File: config.mk
export PLATFORM = sky130hd
export DESIGN_NAME = cbc_regs
export DESIGN_NICKNAME = d
export VERILOG_FILES = /design/src/hdl/cbc_pkg.sv /design/src/hdl/cbc_regs.sv
export SDC_FILE = /design/constraint.sdc
export NUM_CORES = 1
export LEC_CHECK = 0
export ABC_AREA = 1
export BUFFER_PORTS_ARGS = -buffer_cell sky130_fd_sc_hd__buf_2
export CAP_MARGIN = 40
export CORE_UTILIZATION = 43
export DETAILED_ROUTE_END_ITERATION = 8
export GPL_ROUTABILITY_DRIVEN = 0
export PLACE_DENSITY_LB_ADDON = 0.1
export SKIP_LAST_GASP = 1
export SLEW_MARGIN = 5
export SYNTH_ARGS = -nofsm -noshare
export SYNTH_HDL_FRONTEND = slang
export SYNTH_SLANG_ARGS = --single-unit
File: constraint.sdc
create_clock -name clk -period 0.8 [get_ports clk]
set_input_delay 0.16 -clock clk [delete_from_list [all_inputs] [get_ports clk]]
set_output_delay 0.16 -clock clk [all_outputs]
set_load 0.02 [all_outputs]
File: src/hdl/cbc_pkg.sv
package cbc_pkg;

	// sizes
	localparam int RAM_BYTES     = 131072;
	localparam int ROM_BANKS_MAX = 512;
	localparam int RAM_AW        = $clog2(RAM_BYTES);
	localparam int BANK_W        = 9;
	localparam int RAM_BANK_W    = 4;
	localparam int WIN_W         = 13;
	localparam int OFF_W         = RAM_BANK_W + WIN_W;
	localparam int LIMIT_W       = 18;
	localparam int COUNT_W       = 10;
	localparam int ROM_W         = 23;
	localparam int ROM_WIN_W     = 14;
	localparam int CFG_IDX_W     = 2;
	localparam int CFG_W         = 18;

	// configuration register indexes
	localparam logic [CFG_IDX_W-1:0] CFG_ROM_BANK_COUNT = 2'd0;
	localparam logic [CFG_IDX_W-1:0] CFG_RAM_SIZE       = 2'd1;
	localparam logic [CFG_IDX_W-1:0] CFG_HAS_RUMBLE     = 2'd2;

	// bus map
	localparam logic [15:0] A_ROMB_LO = 16'h2000;
	localparam logic [15:0] A_ROMB_HI = 16'h3000;
	localparam logic [15:0] A_RAMB    = 16'h4000;
	localparam logic [15:0] A_CTL_END = 16'h6000;
	localparam logic [15:0] A_BANKED  = 16'h4000;
	localparam logic [15:0] A_ROM_END = 16'h8000;
	localparam logic [15:0] A_RAM_LO  = 16'hA000;
	localparam logic [15:0] A_RAM_HI  = 16'hBFFF;

	localparam logic [3:0] RAM_EN_KEY = 4'hA;
	localparam logic [7:0] OPEN_BUS   = 8'hFF;
	localparam logic       OP_WRITE   = 1'b1;

	// mapper state seen by the access decode
	typedef struct packed {
		logic                  ram_en;
		logic [BANK_W-1:0]     rom_bank;
		logic [RAM_BANK_W-1:0] ram_bank;
		logic [BANK_W-1:0]     rom_mask;
		logic [LIMIT_W-1:0]    ram_limit;
	} cbc_state_t;

	// smallest all-ones mask covering the bank count
	function automatic logic [BANK_W-1:0] bank_mask(input logic [COUNT_W-1:0] count);
		logic [COUNT_W-1:0] banks;
		logic [COUNT_W-1:0] top;
		logic [BANK_W-1:0]  m;
		banks = (count > COUNT_W'(ROM_BANKS_MAX)) ? COUNT_W'(ROM_BANKS_MAX) : count;
		top   = (banks == '0) ? '0 : banks - COUNT_W'(1);
		for (int i = 0; i < BANK_W; i++) begin
			m[i] = |(top[BANK_W-1:0] >> i);
		end
		return m;
	endfunction

endpackage

File: src/hdl/cbc_regs.sv
module cbc_regs
	import cbc_pkg::*;
(
	input  logic                 clk,
	input  logic                 arst_n,
	input  logic                 cfg_write,
	input  logic [CFG_IDX_W-1:0] cfg_index,
	input  logic [CFG_W-1:0]     cfg_data,
	input  logic                 bus_wr,
	input  logic [15:0]          bus_addr,
	input  logic [7:0]           bus_data,
	output cbc_state_t           state
);

	logic                  ram_en_q;
	logic [BANK_W-1:0]     rom_bank_q;
	logic [RAM_BANK_W-1:0] ram_bank_q;
	logic [BANK_W-1:0]     rom_mask_q;
	logic [LIMIT_W-1:0]    ram_limit_q;
	logic                  rumble_q;
	logic [LIMIT_W-1:0]    size_in;
	logic [RAM_BANK_W-1:0] ram_bank_in;

	// ram size from cfg_data (clipped to the memory on write), drop the top bank bit with rumble
	always_comb begin
		size_in     = cfg_data[LIMIT_W-1:0];
		ram_bank_in = bus_data[RAM_BANK_W-1:0];
		if (rumble_q) begin
			ram_bank_in[RAM_BANK_W-1] = 1'b0;
		end
	end

	// configuration registers
	always_ff @(posedge clk or negedge arst_n) begin
		if (!arst_n) begin
			rom_mask_q  <= bank_mask(COUNT_W'(ROM_BANKS_MAX));
			ram_limit_q <= '0;
			rumble_q    <= 1'b0;
		end else if (cfg_write) begin
			case (cfg_index)
				CFG_ROM_BANK_COUNT: rom_mask_q <= bank_mask(cfg_data[COUNT_W-1:0]);
				CFG_RAM_SIZE: begin
					ram_limit_q <= (size_in > LIMIT_W'(RAM_BYTES)) ?
						LIMIT_W'(RAM_BYTES) : size_in;
				end
				CFG_HAS_RUMBLE: rumble_q <= cfg_data[0];
				default: ;
			endcase
		end
	end

	// mapper control writes from the bus
	always_ff @(posedge clk or negedge arst_n) begin
		if (!arst_n) begin
			ram_en_q   <= 1'b0;
			rom_bank_q <= BANK_W'(1);
			ram_bank_q <= '0;
		end else if (bus_wr) begin
			if (bus_addr < A_ROMB_LO) begin
				ram_en_q <= (bus_data[3:0] == RAM_EN_KEY);
			end else if (bus_addr < A_ROMB_HI) begin
				rom_bank_q[7:0] <= bus_data;
			end else if (bus_addr < A_RAMB) begin
				rom_bank_q[BANK_W-1] <= bus_data[0];
			end else if (bus_addr < A_CTL_END) begin
				ram_bank_q <= ram_bank_in;
			end
		end
	end

	always_comb begin
		state.ram_en    = ram_en_q;
		state.rom_bank  = rom_bank_q;
		state.ram_bank  = ram_bank_q;
		state.rom_mask  = rom_mask_q;
		state.ram_limit = ram_limit_q;
	end

endmodule

== After elaboration in Yosys (flattened, before gate mapping) ==
Cells that the tools add are included.
Storage, ports and cells
  output and inout bits: 41
  input bits: 48
  register bits after elaboration: 42
  logic and storage cells: 41
Cells by class
  bitwise gates (word level): 3
  add/subtract/negate cells: 1
  order comparisons: 6
  eq/ne operators: 3
  reduce and logical (&&, ||, !) cells: 17
  muxes and demuxes: 4
Operator list (number)
  16-bit by 14-bit less-than comparator with 1-bit output (second input constant): 2
  16-bit by 15-bit less-than comparator with 1-bit output (second input constant): 2
  18-bit greater-than comparator (second input constant): 1
  18-bit 2-to-1 mux: 1
  10-bit greater-than comparator (second input constant): 1
  10-bit zero test: 1
  10-bit 2-to-1 mux: 1
  9-bit 2-to-1 mux: 1
  9-bit OR reduction: 1
  9-bit by 1-bit subtractor with 9-bit output (second input constant): 1
  2-bit AND reduction: 4
  8-bit OR reduction: 1
  7-bit OR reduction: 1
  6-bit OR reduction: 1
  5-bit AND reduction: 1
  5-bit OR reduction: 1
  4-bit == test (second input constant): 1
  4-bit AND reduction: 1
  4-bit OR reduction: 1
  1-bit NOT: 3
  3-bit AND reduction: 1
  3-bit OR reduction: 1
  2-bit by 1-bit == test with 1-bit output (second input constant): 1
  2-bit == test (second input constant): 1
  3 further kinds: 3

== Longest topological paths before layout ==
Gate-level depths: netlist of run 1.
  word-level depth: 5
  mapped depth: 17
  gate-level depth less buffers: 17

== Worst setup path before layout of run 1 ==
No wires, ideal clock.
  kind: input to register
  start point: input port cfg_data[1]
  end point: register rom_mask_q[0]
  slack: -964 ps
  required time: 724 ps
  setup time: 76 ps
  path buffers: 0
  stages: 17
  arrival time: 1688 ps
  path through: nor2_1 -> nand2_1 -> o21bai_4 -> nand2_1 -> ha_1 -> nand2_2 -> nor2_4 -> nand2_2 -> nand2_1 -> nand2_1 -> inv_1 -> nand2_2 -> nand2_2 -> nor2_2 -> nand3_1 -> nand2_1 -> nand2_1
Between the ends
  cells in the longest elaborated chain, start to end: 5
  elaborated cells on any way between the ends: 6
  classes of those cells: 1 x add/sub; 1 x order compare; 2 x mux; 2 x reduce/logical
Ends and longest elaborated chain
  start: declaration: line cbc_regs.sv:8  | input logic [CFG_W-1:0] cfg_data,
  10-bit greater-than comparator: line cbc_pkg.sv:51  | banks = (count > COUNT_W'(ROM_BANKS_MAX)) ? COUNT_W'(ROM_BANKS_MAX) : count;
  10-bit 2-to-1 mux (*): line cbc_pkg.sv:51
  9-bit by 1-bit subtractor with 9-bit output / 10-bit zero test (equally long branches): line cbc_pkg.sv:52  | top = (banks == '0) ? '0 : banks - COUNT_W'(1);
  9-bit 2-to-1 mux (*): line cbc_pkg.sv:52
  9-bit OR reduction (*): line cbc_pkg.sv:54  | m[i] = |(top[BANK_W-1:0] >> i);
  end signal: assignment: line cbc_regs.sv:36  | rom_mask_q <= bank_mask(COUNT_W'(ROM_BANKS_MAX));
  end signal: assignment: line cbc_regs.sv:41  | CFG_ROM_BANK_COUNT: rom_mask_q <= bank_mask(cfg_data[COUNT_W-1:0]);
  end: declaration: line cbc_regs.sv:18  | logic [BANK_W-1:0] rom_mask_q;
Mark *: on every way between the ends. The rest lies on a longest branch, timed or not.
A chain may end at the register's enable or synchronous reset.

== Worst setup path in the final report of run 1 ==
  start point: input port cfg_data[4]
  end point: register rom_mask_q[0]
The elaborated chain is that of the path after synthesis.

==> metrics, run 1 <==
result of the run finished with violations; failing checks setup timing; effective utilization at floorplan 0.464; post-synthesis net count 302; Lkg Pwr 1.97 nW; Place WS -1.05 ns; syn avg cell area 8.25 µm²; via total after detailed routing 2328; highest ir drop seen on vdd 1.11 mV; cell-internal power 5.21 mW; post-synth top area cell dfrtp_1; area of the multi-input gates 1280 µm²; Post-Syn Area 2090 µm²; Critical path buffers and inverters 2; Crit. path cell count 12; Tightest Pin Transition 0.548 ns; maximum level of the CTS H-tree 2; number of slew-limit violations in the final report 0; fraction of final layout cells sized beyond drive strength 1 0.583; data arrival at the endpoint of the critical path 1.79 ns; net switching power figure 2.38 mW; die height 71.7 µm; share of total power consumed by net switching 0.314; post-layout total power 7.58 mW; post-route minimum period 1.55 ns; top flip-flop cell by instance count after synthesis dfrtp_1; Worst Hold Class in -> reg; Cells after Synth 253; power per standard cell area 1970 nW/µm²; Die Span X 71.7 µm; cells taking the most area after synthesis dfrtp_1, nand2_1, dfstp_2, nand3_1, o21ai_0; CP max FO 3; Final Worst Setup Slack -0.748 ns; number of detailed-route iterations in the first pass 4; buffer cell driving the clock tree root clkbuf_8; standard-cell row count 24; nets 441; cell occurring most often along the worst timing path nand2_2; wire length per cell after detailed routing 15.5 µm; Warnings, synthesis 0; vias in the first global route 2312; diode count 0; Reg area 1060 µm²; number of inserted filler cells in the final layout 227; cts bufs inserted 5; Combinational Power Share 0.363; Setup Viol. Count Final 73; kind of critical path in -> reg; achievable clock frequency 646 MHz; Clk network pwr share 0.266; relative slew slack 0.632; distinct cell type count of the synthesized netlist 34; final core utilization 0.856; crit-path cells buf_8, nor2_4, nand3_4, o21bai_4, nand2_1, ha_2, buf_4, xnor2_4, o41ai_4, nand3_2, nand2_2, nand2_2; sequential area share after synthesis 0.509; CP top delay family simple AND/OR/NAND/NOR gates; number of maximum-capacitance constraint violations 0; Final Routed Wirelength 6910 µm; number of clock sinks 42; detailed router's first-iteration violation count 149; fraction of synthesis flops using an asynchronous set or reset pin 1.00; final worst hold slack 0.0857 ns; area overhead of the layout relative to synthesis 84.7%; clock-pin slew on the worst setup and hold paths 0.09 ns; mean number of vias per cell 5.23; Port Buffers 76; Crit path largest cell delay 0.35 ns; dpl hpwl 3920 µm; initial antenna violation count 0; Tcrit/Tclk final 1.93; Core Box Area 4500 µm²; residual overflow from global routing 0; boundary pin count 89; accumulated negative setup slack -21.68 ns; area of the die 5140 µm²; hold depth 2; type of destination of the critical path flop; length in cells of the worst reg-to-reg path 3; Seq cells post-synth 42; Final Hold Violating Endpoints 0; Max clock buf depth 2; TritonCTS clock tree done; Max stage delay cell, worst path o41ai_4; Setup crit start kind input port; area share of the leading cell type in the synthesized netlist 0.383; number of enable-type register cells in the synthesized netlist 0; largest net degree at the start of global routing 43; Layout Skew 0.00790 ns; wire length of the first global-routing pass 10500 µm; data required time of the critical path 1.05 ns; RSZ-0062 raised after global routing true; Reg power frac 0.370; post-route ant nets 0; # DRC 0; clk_lat worst skew 0.30 ns; overall routing resource usage 0.262
[layer usage]
layer	track usage	vias up	routed length, µm
met5	0	-	0
met4	0.0741	0	122
met3	0.0563	13	418
met2	0.469	93	3660
met1	0.319	1122	2710
li1	-	1100	-
[path summary, 6_finish.rpt]
kind	end	start	slack (ns)
setup / recovery	rom_mask_q[0]	cfg_data[4]	-0.75
setup reg to reg	rom_mask_q[4]	rom_mask_q[4]	-0.12
hold reg to reg	ram_bank_q[3]	rumble_q	0.45
max in group asynchronous	rom_mask_q[7]	arst_n	0.18
min in group asynchronous	ram_limit_q[4]	arst_n	0.36
hold / removal	rom_bank_q[5]	bus_data[5]	0.09
[cell usage in the layout, fill, tap and decap left out, types with 3 or more instances in the layout]
master and count:
nand3_1 4, dfstp_2 10, buf_6 54, nand2_4 8
nand3_2 19, mux2_2 3, inv_1 16, o21ai_1 5
nand3_4 3, dfrtp_1 32, buf_8 4, nor2_1 7
buf_4 50, nor3_1 3, o21ai_0 10, nand2_2 14
nor2_4 8, clkbuf_8 5, buf_2 24, o21ai_2 4
nand2_1 78
[Yosys cell counts (2+ instances only)]
library cell and instances:
a21oi_1 2, a31oi_1 2, clkbuf_1 3, clkinv_1 2
dfrtp_1 32, dfstp_2 10, inv_1 19, mux2_2 4
nand2_1 91, nand2_2 8, nand3_1 24, nand3_2 2
nor2_1 12, nor2_2 3, nor3_1 3, o21ai_0 17
o31ai_1 2
[cell type report]
| class | instances | area share |
|---|---|---|
| timing repair buffer | 135 | 0.315 |
| clock buffer | 5 | 0.0178 |
| sequential | 42 | 0.276 |
| tap | 52 | 0.0169 |
| inverter | 22 | 0.0240 |
| multi-input combinational | 186 | 0.333 |
| clock inverter | 3 | 0.0178 |
[metrics by stage]
step	cell area [µm²]	std cells
floorplan	2190	253
global placement	2830	406
detailed placement	2830	406
CTS	3620	439
global route	3860	445
finish	3860	445
[timing repair]
| item | in CTS | in global routing |
|---|---|---|
| cloned | 2 | 0 |
| setup buffers | 22 | 10 |
| hold buffers | 1 | 0 |
| pin swaps | 25 | 28 |
| endpoints found under the hold margin | 32 | 0 |
| setup endpoints to repair | 75 | 76 |
| gates resized for setup | 129 | 44 |
[cells by family after synthesis]
kind of cell	count (synthesis)	share of synthesized area
muxes	4	0.0216
AOI/OAI and AO/OA	28	0.0845
adders and majority gates	1	0.00599
and+or+nand+nor	150	0.324
xor gates and xnor gates	1	0.00419
DFF	42	0.509
buffers and inverters	27	0.0509
[power by group through the flow]
stage / Combinational [mW] / Sequential (mW) / Clock, mW
4_1_cts: 2.48 / 2.78 / 2.04
6_report: 2.76 / 2.81 / 2.02
3_5_place_dp: 1.79 / 2.74 / 0
5_1_grt: 2.94 / 2.85 / 2.13
2_1_floorplan: 0.619 / 3.17 / 0
3_3_place_gp: 1.77 / 2.72 / 0
[registers in the layout, summed over array words and instances, names as in the netlist]
| name | flops |
|---|---|
| ram_bank_q | 4 |
| ram_limit_q | 18 |
| rumble_q | 1 |
| ram_en_q | 1 |
| rom_bank_q | 9 |
| rom_mask_q | 9 |
Power figures use the tool's default switching activity.
==> inputs of run 2 (changes only) <==
--- a/config.mk
+++ b/config.mk
@@ -11,6 +11,7 @@
 export CORE_UTILIZATION = 43
 export DETAILED_ROUTE_END_ITERATION = 8
 export GPL_ROUTABILITY_DRIVEN = 0
+export MAX_ROUTING_LAYER = met4
 export PLACE_DENSITY_LB_ADDON = 0.1
 export SKIP_LAST_GASP = 1
 export SLEW_MARGIN = 5
==> metrics, run 2 (synthesis results as in run 1) <==
result of the run finished with violations; failing checks setup timing; number of maximum-capacitance constraint violations 0; Critical path buffers and inverters 2; Final Hold Violating Endpoints 0; clock-pin slew on the worst setup and hold paths 0.09 ns; Reg power frac 0.371; post-route minimum period 1.53 ns; standard-cell row count 24; highest-count cells in the layout ignoring fill and taps nand2_1, buf_6, buf_4; cts bufs inserted 5; type of destination of the critical path flop; number of slew-limit violations in the final report 0; via total after detailed routing 2366; number of detailed-route iterations in the first pass 4; # DRC 0; final core utilization 0.857; crit-path cells buf_8, nor2_4, nand3_4, o21bai_4, nand2_1, ha_2, buf_4, xnor2_1, o41ai_2, nand3_2, nand2_2, nand2_2; share of total power consumed by net switching 0.312; dpl hpwl 3920 µm; post-layout total power 7.56 mW; net switching power figure 2.36 mW; Clk network pwr share 0.265; boundary pin count 89; wire length per cell after detailed routing 15.9 µm; Tightest Pin Transition 0.516 ns; area of the die 5140 µm²; CP max FO 3; largest net degree at the start of global routing 43; vias in the first global route 2313; overall routing resource usage 0.270; total non-filler cell area in the finished layout 3860 µm²; Core Box Area 4500 µm²; power per standard cell area 1960 nW/µm²; clk_lat worst skew 0.30 ns; post-route ant nets 0; maximum level of the CTS H-tree 2; Tcrit/Tclk final 1.92; highest ir drop seen on vdd 1.16 mV; Port Buffers 76; post-detailed-placement cell area 2830 µm²; count of placed standard cells in the final layout, fillers left out 449; area overhead of the layout relative to synthesis 84.9%; buffer cell driving the clock tree root clkbuf_8; data required time of the critical path 1.05 ns; diode count 0; data arrival at the endpoint of the critical path 1.78 ns; final worst hold slack 0.0846 ns; fraction of final layout cells sized beyond drive strength 1 0.582; Lkg Pwr 1.97 nW; wire length of the first global-routing pass 10500 µm; Worst Hold Class in -> reg; Setup crit start kind input port; nets 445; Largest Register ram_limit_q; number of placed instances, taps included 406; mean number of vias per cell 5.27; Crit path largest cell delay 0.36 ns; kind of critical path in -> reg; number of clock sinks 42; Setup Viol. Count Final 73; Combinational Power Share 0.363; die height 71.7 µm; cell-internal power 5.20 mW; Final Routed Wirelength 7120 µm; Layout Skew 0.0101 ns; accumulated negative setup slack -25.75 ns; achievable clock frequency 652 MHz; TritonCTS clock tree done; initial antenna violation count 0; Final Worst Setup Slack -0.734 ns; residual overflow from global routing 0; CP top delay family compound AO/OA/AOI/OAI gates; Largest register FFs 18; commonest non-fill, non-tap cell in the layout nand2_1; Max clock buf depth 2; Max stage delay cell, worst path o41ai_2; detailed router's first-iteration violation count 107; Place WS -1.05 ns; biggest regs ram_limit_q x18, rom_bank_q x9, rom_mask_q x9; relative slew slack 0.654; RSZ-0062 raised after global routing true; effective utilization at floorplan 0.464; Die Span X 71.7 µm; cell occurring most often along the worst timing path nand2_2
==> run 2: path summary, 6_finish.rpt <==
kind                                from              to  slack (ns)  cells past startpoint
max                          cfg_data[4]   rom_mask_q[0]       -0.73                     12
min                          bus_data[5]   rom_bank_q[5]        0.08                      2
max reg2reg                rom_mask_q[4]   rom_mask_q[4]       -0.14                      3
min reg2reg                     rumble_q   ram_bank_q[3]        0.45                      1
max in group asynchronous         arst_n   rom_mask_q[8]        0.17                      3
min in group asynchronous         arst_n  ram_limit_q[4]        0.36                      3
==> run 2: cell type report <==
cell class	instances	area (µm²)
clock buffers	5	68.8
clock inverters	3	68.8
fillers	230	643
inverters	22	95.1
multi-input cells	186	1250
flip-flops and latches	42	1060
well taps	52	65.1
repair buffers	139	1250
==> run 2: repair_timing <==
action	CTS	global route
setup buffers	22	11
gates cloned	2	0
endpoints found under the hold margin	32	0
hold buffers	1	0
gates resized for setup	129	40
endpoints found under the setup margin	75	76
pin swaps	25	27
==> run 2: power by group through the flow <==
stage / Clock (mW) / Combinational [mW] / Sequential (mW)
2_1_floorplan: 0 / 0.619 / 3.17
3_3_place_gp: 0 / 1.77 / 2.72
3_5_place_dp: 0 / 1.79 / 2.74
4_1_cts: 2.04 / 2.48 / 2.78
5_1_grt: 2.14 / 2.92 / 2.84
6_report: 2.01 / 2.75 / 2.81
==> run 2: layer usage <==
layer	wire, µm	vias up	GRT usage
li1	-	1109	-
met1	2810	1135	0.319
met2	3700	100	0.468
met3	376	22	0.0549
met4	232	0	0.0741
met5	0	-	-
==> inputs of run 3 (changes only) <==
--- a/config.mk
+++ b/config.mk
@@ -12,7 +12,7 @@
 export DETAILED_ROUTE_END_ITERATION = 8
 export GPL_ROUTABILITY_DRIVEN = 0
 export MAX_ROUTING_LAYER = met4
-export PLACE_DENSITY_LB_ADDON = 0.1
+export PLACE_DENSITY = 0.76
 export SKIP_LAST_GASP = 1
 export SLEW_MARGIN = 5
 export SYNTH_ARGS = -nofsm -noshare
==> metrics, run 3 (synthesis results as in run 1) <==
# DRC 0; Max clock buf depth 2; post-route minimum period 1.54 ns; wire length per cell after detailed routing 17.5 µm; result of the run finished with violations; relative slew slack 0.724; largest net degree at the start of global routing 43; Port Buffers 76; accumulated negative setup slack -27.74 ns; via total after detailed routing 2439; area overhead of the layout relative to synthesis 82.3%; met2 layer wire length in the routed design 4190 µm; Final Worst Setup Slack -0.742 ns; vias in the first global route 2316; clock-pin slew on the worst setup and hold paths 0.08 ns; Worst Hold Class in -> reg; length in cells of the worst reg-to-reg path 4; Die Span X 71.7 µm; total non-filler cell area in the finished layout 3810 µm²; commonest non-fill, non-tap cell in the layout nand2_1; max layer used met4; maximum level of the CTS H-tree 2; post-layout total power 6.92 mW; Tightest Pin Transition 0.410 ns; Crit path largest cell delay 0.27 ns; buffer cell driving the clock tree root clkbuf_8; number of clock sinks 42; Layout Skew 0.00278 ns; type of destination of the critical path flop; cts bufs inserted 5; Core Box Area 4500 µm²; detailed router's first-iteration violation count 170; number of maximum-capacitance constraint violations 0; post-route ant nets 0; dpl hpwl 3890 µm; Setup crit start kind input port; Max stage delay cell, worst path nor4_4; nets 443; die height 71.7 µm; CP max FO 8; effective utilization at floorplan 0.464; data required time of the critical path 1.04 ns; power per standard cell area 1820 nW/µm²; number of slew-limit violations in the final report 0; Largest Register ram_limit_q; Largest register FFs 18; mean number of vias per cell 5.46; initial antenna violation count 0; Setup Viol. Count Final 77; fraction of final layout cells sized beyond drive strength 1 0.597; clk_lat worst skew 0.30 ns; highest-count cells in the layout ignoring fill and taps nand2_1, buf_6, buf_4; number of detailed-route iterations in the first pass 4; WL met3 447 µm; overall routing resource usage 0.284; hold depth 2; Final Hold Violating Endpoints 0; r2r setup slk -0.09 ns; met1 wire length 2910 µm; data arrival at the endpoint of the critical path 1.78 ns; achievable clock frequency 649 MHz; diode count 0; kind of critical path in -> reg; RSZ-0062 raised after global routing true; standard-cell row count 24; cell occurring most often along the worst timing path buf_4; Final Routed Wirelength 7830 µm; failing checks setup timing; highest ir drop seen on vdd 1.25 mV; biggest regs ram_limit_q x18, rom_bank_q x9, rom_mask_q x9; post-detailed-placement cell area 2860 µm²; wire length of the first global-routing pass 10800 µm; crit-path cells buf_8, nor2_4, nand3_4, buf_4, buf_6, buf_4, buf_4, nor4_4, nand3_4, nand2_8, nand3_2, nand2_1; area of the die 5140 µm²; Tcrit/Tclk final 1.93; TritonCTS clock tree done; boundary pin count 89; Lkg Pwr 1.93 nW; residual overflow from global routing 0
[run 3: cell types whose count changed in the layout (fill, tap and decap cells not counted), sizes merged]
cell    change
clkinv      +1
bufinv      -2
clkbuf      +1
buf         -2
[run 3: worst max-delay path: cells and delay by family]
family,cells,cell delay [ns]
simple gates,7,1.03
buf+inv,5,0.59
[run 3: through the flow]
stage / instances / hold WS [ns] / setup slack [ns] / util
after floorplan: 253 / -0.136 / -0.883 / -
after global placement: 410 / 0.149 / -0.978 / 0.635
after detailed placement: 410 / 0.148 / -1.05 / 0.635
after CTS: 436 / 0.0939 / -0.691 / 0.795
after global routing: 447 / 0.104 / -0.834 / 0.845
final: 447 / 0.100 / -0.742 / 0.845
[run 3: cell type report]
type	count	area [µm²]
clock buffer	6	72.6
clock inverter	2	8.76
fill	231	698
inverter	22	92.6
multi-input combinational	186	1280
sequential	42	1060
tap	52	65.1
timing repair buffer	137	1230
[run 3: power breakdown]
group | total, mW | internal (mW) | switching [mW] | leakage (nW)
sequential | 2.83 | 2.54 | 0.285 | 0.516
clock | 1.31 | 0.600 | 0.714 | 0.0426
combinational | 2.78 | 1.41 | 1.38 | 1.37
total | 6.92 | 4.55 | 2.38 | 1.93
[run 3: repair_timing]
| item | CTS | global route |
|---|---|---|
| setup endpoints to repair | 75 | 78 |
| resized for setup | 137 | 38 |
| hold buffers | 1 | 0 |
| endpoints found under the hold margin | 32 | 0 |
| setup buffers | 16 | 12 |
| pin swaps | 24 | 14 |
| gates cloned | 2 | 0 |
[run 3: layer usage]
metal  track usage  vias up
li1              -     1113
met1         0.324     1188
met2         0.491      104
met3        0.0619       34
met4         0.102        0
met5             -        -
[run 3: worst paths after layout]
| check | endpoint | startpoint |
|---|---|---|
| max | ram_limit_q[12] | cfg_data[8] |
| min | rom_bank_q[7] | bus_data[7] |
| max reg2reg | ram_limit_q[12] | ram_limit_q[12] |
| min reg2reg | rom_mask_q[2] | rom_mask_q[2] |
| max in group asynchronous | rom_bank_q[0] | arst_n |
| min in group asynchronous | ram_limit_q[0] | arst_n |
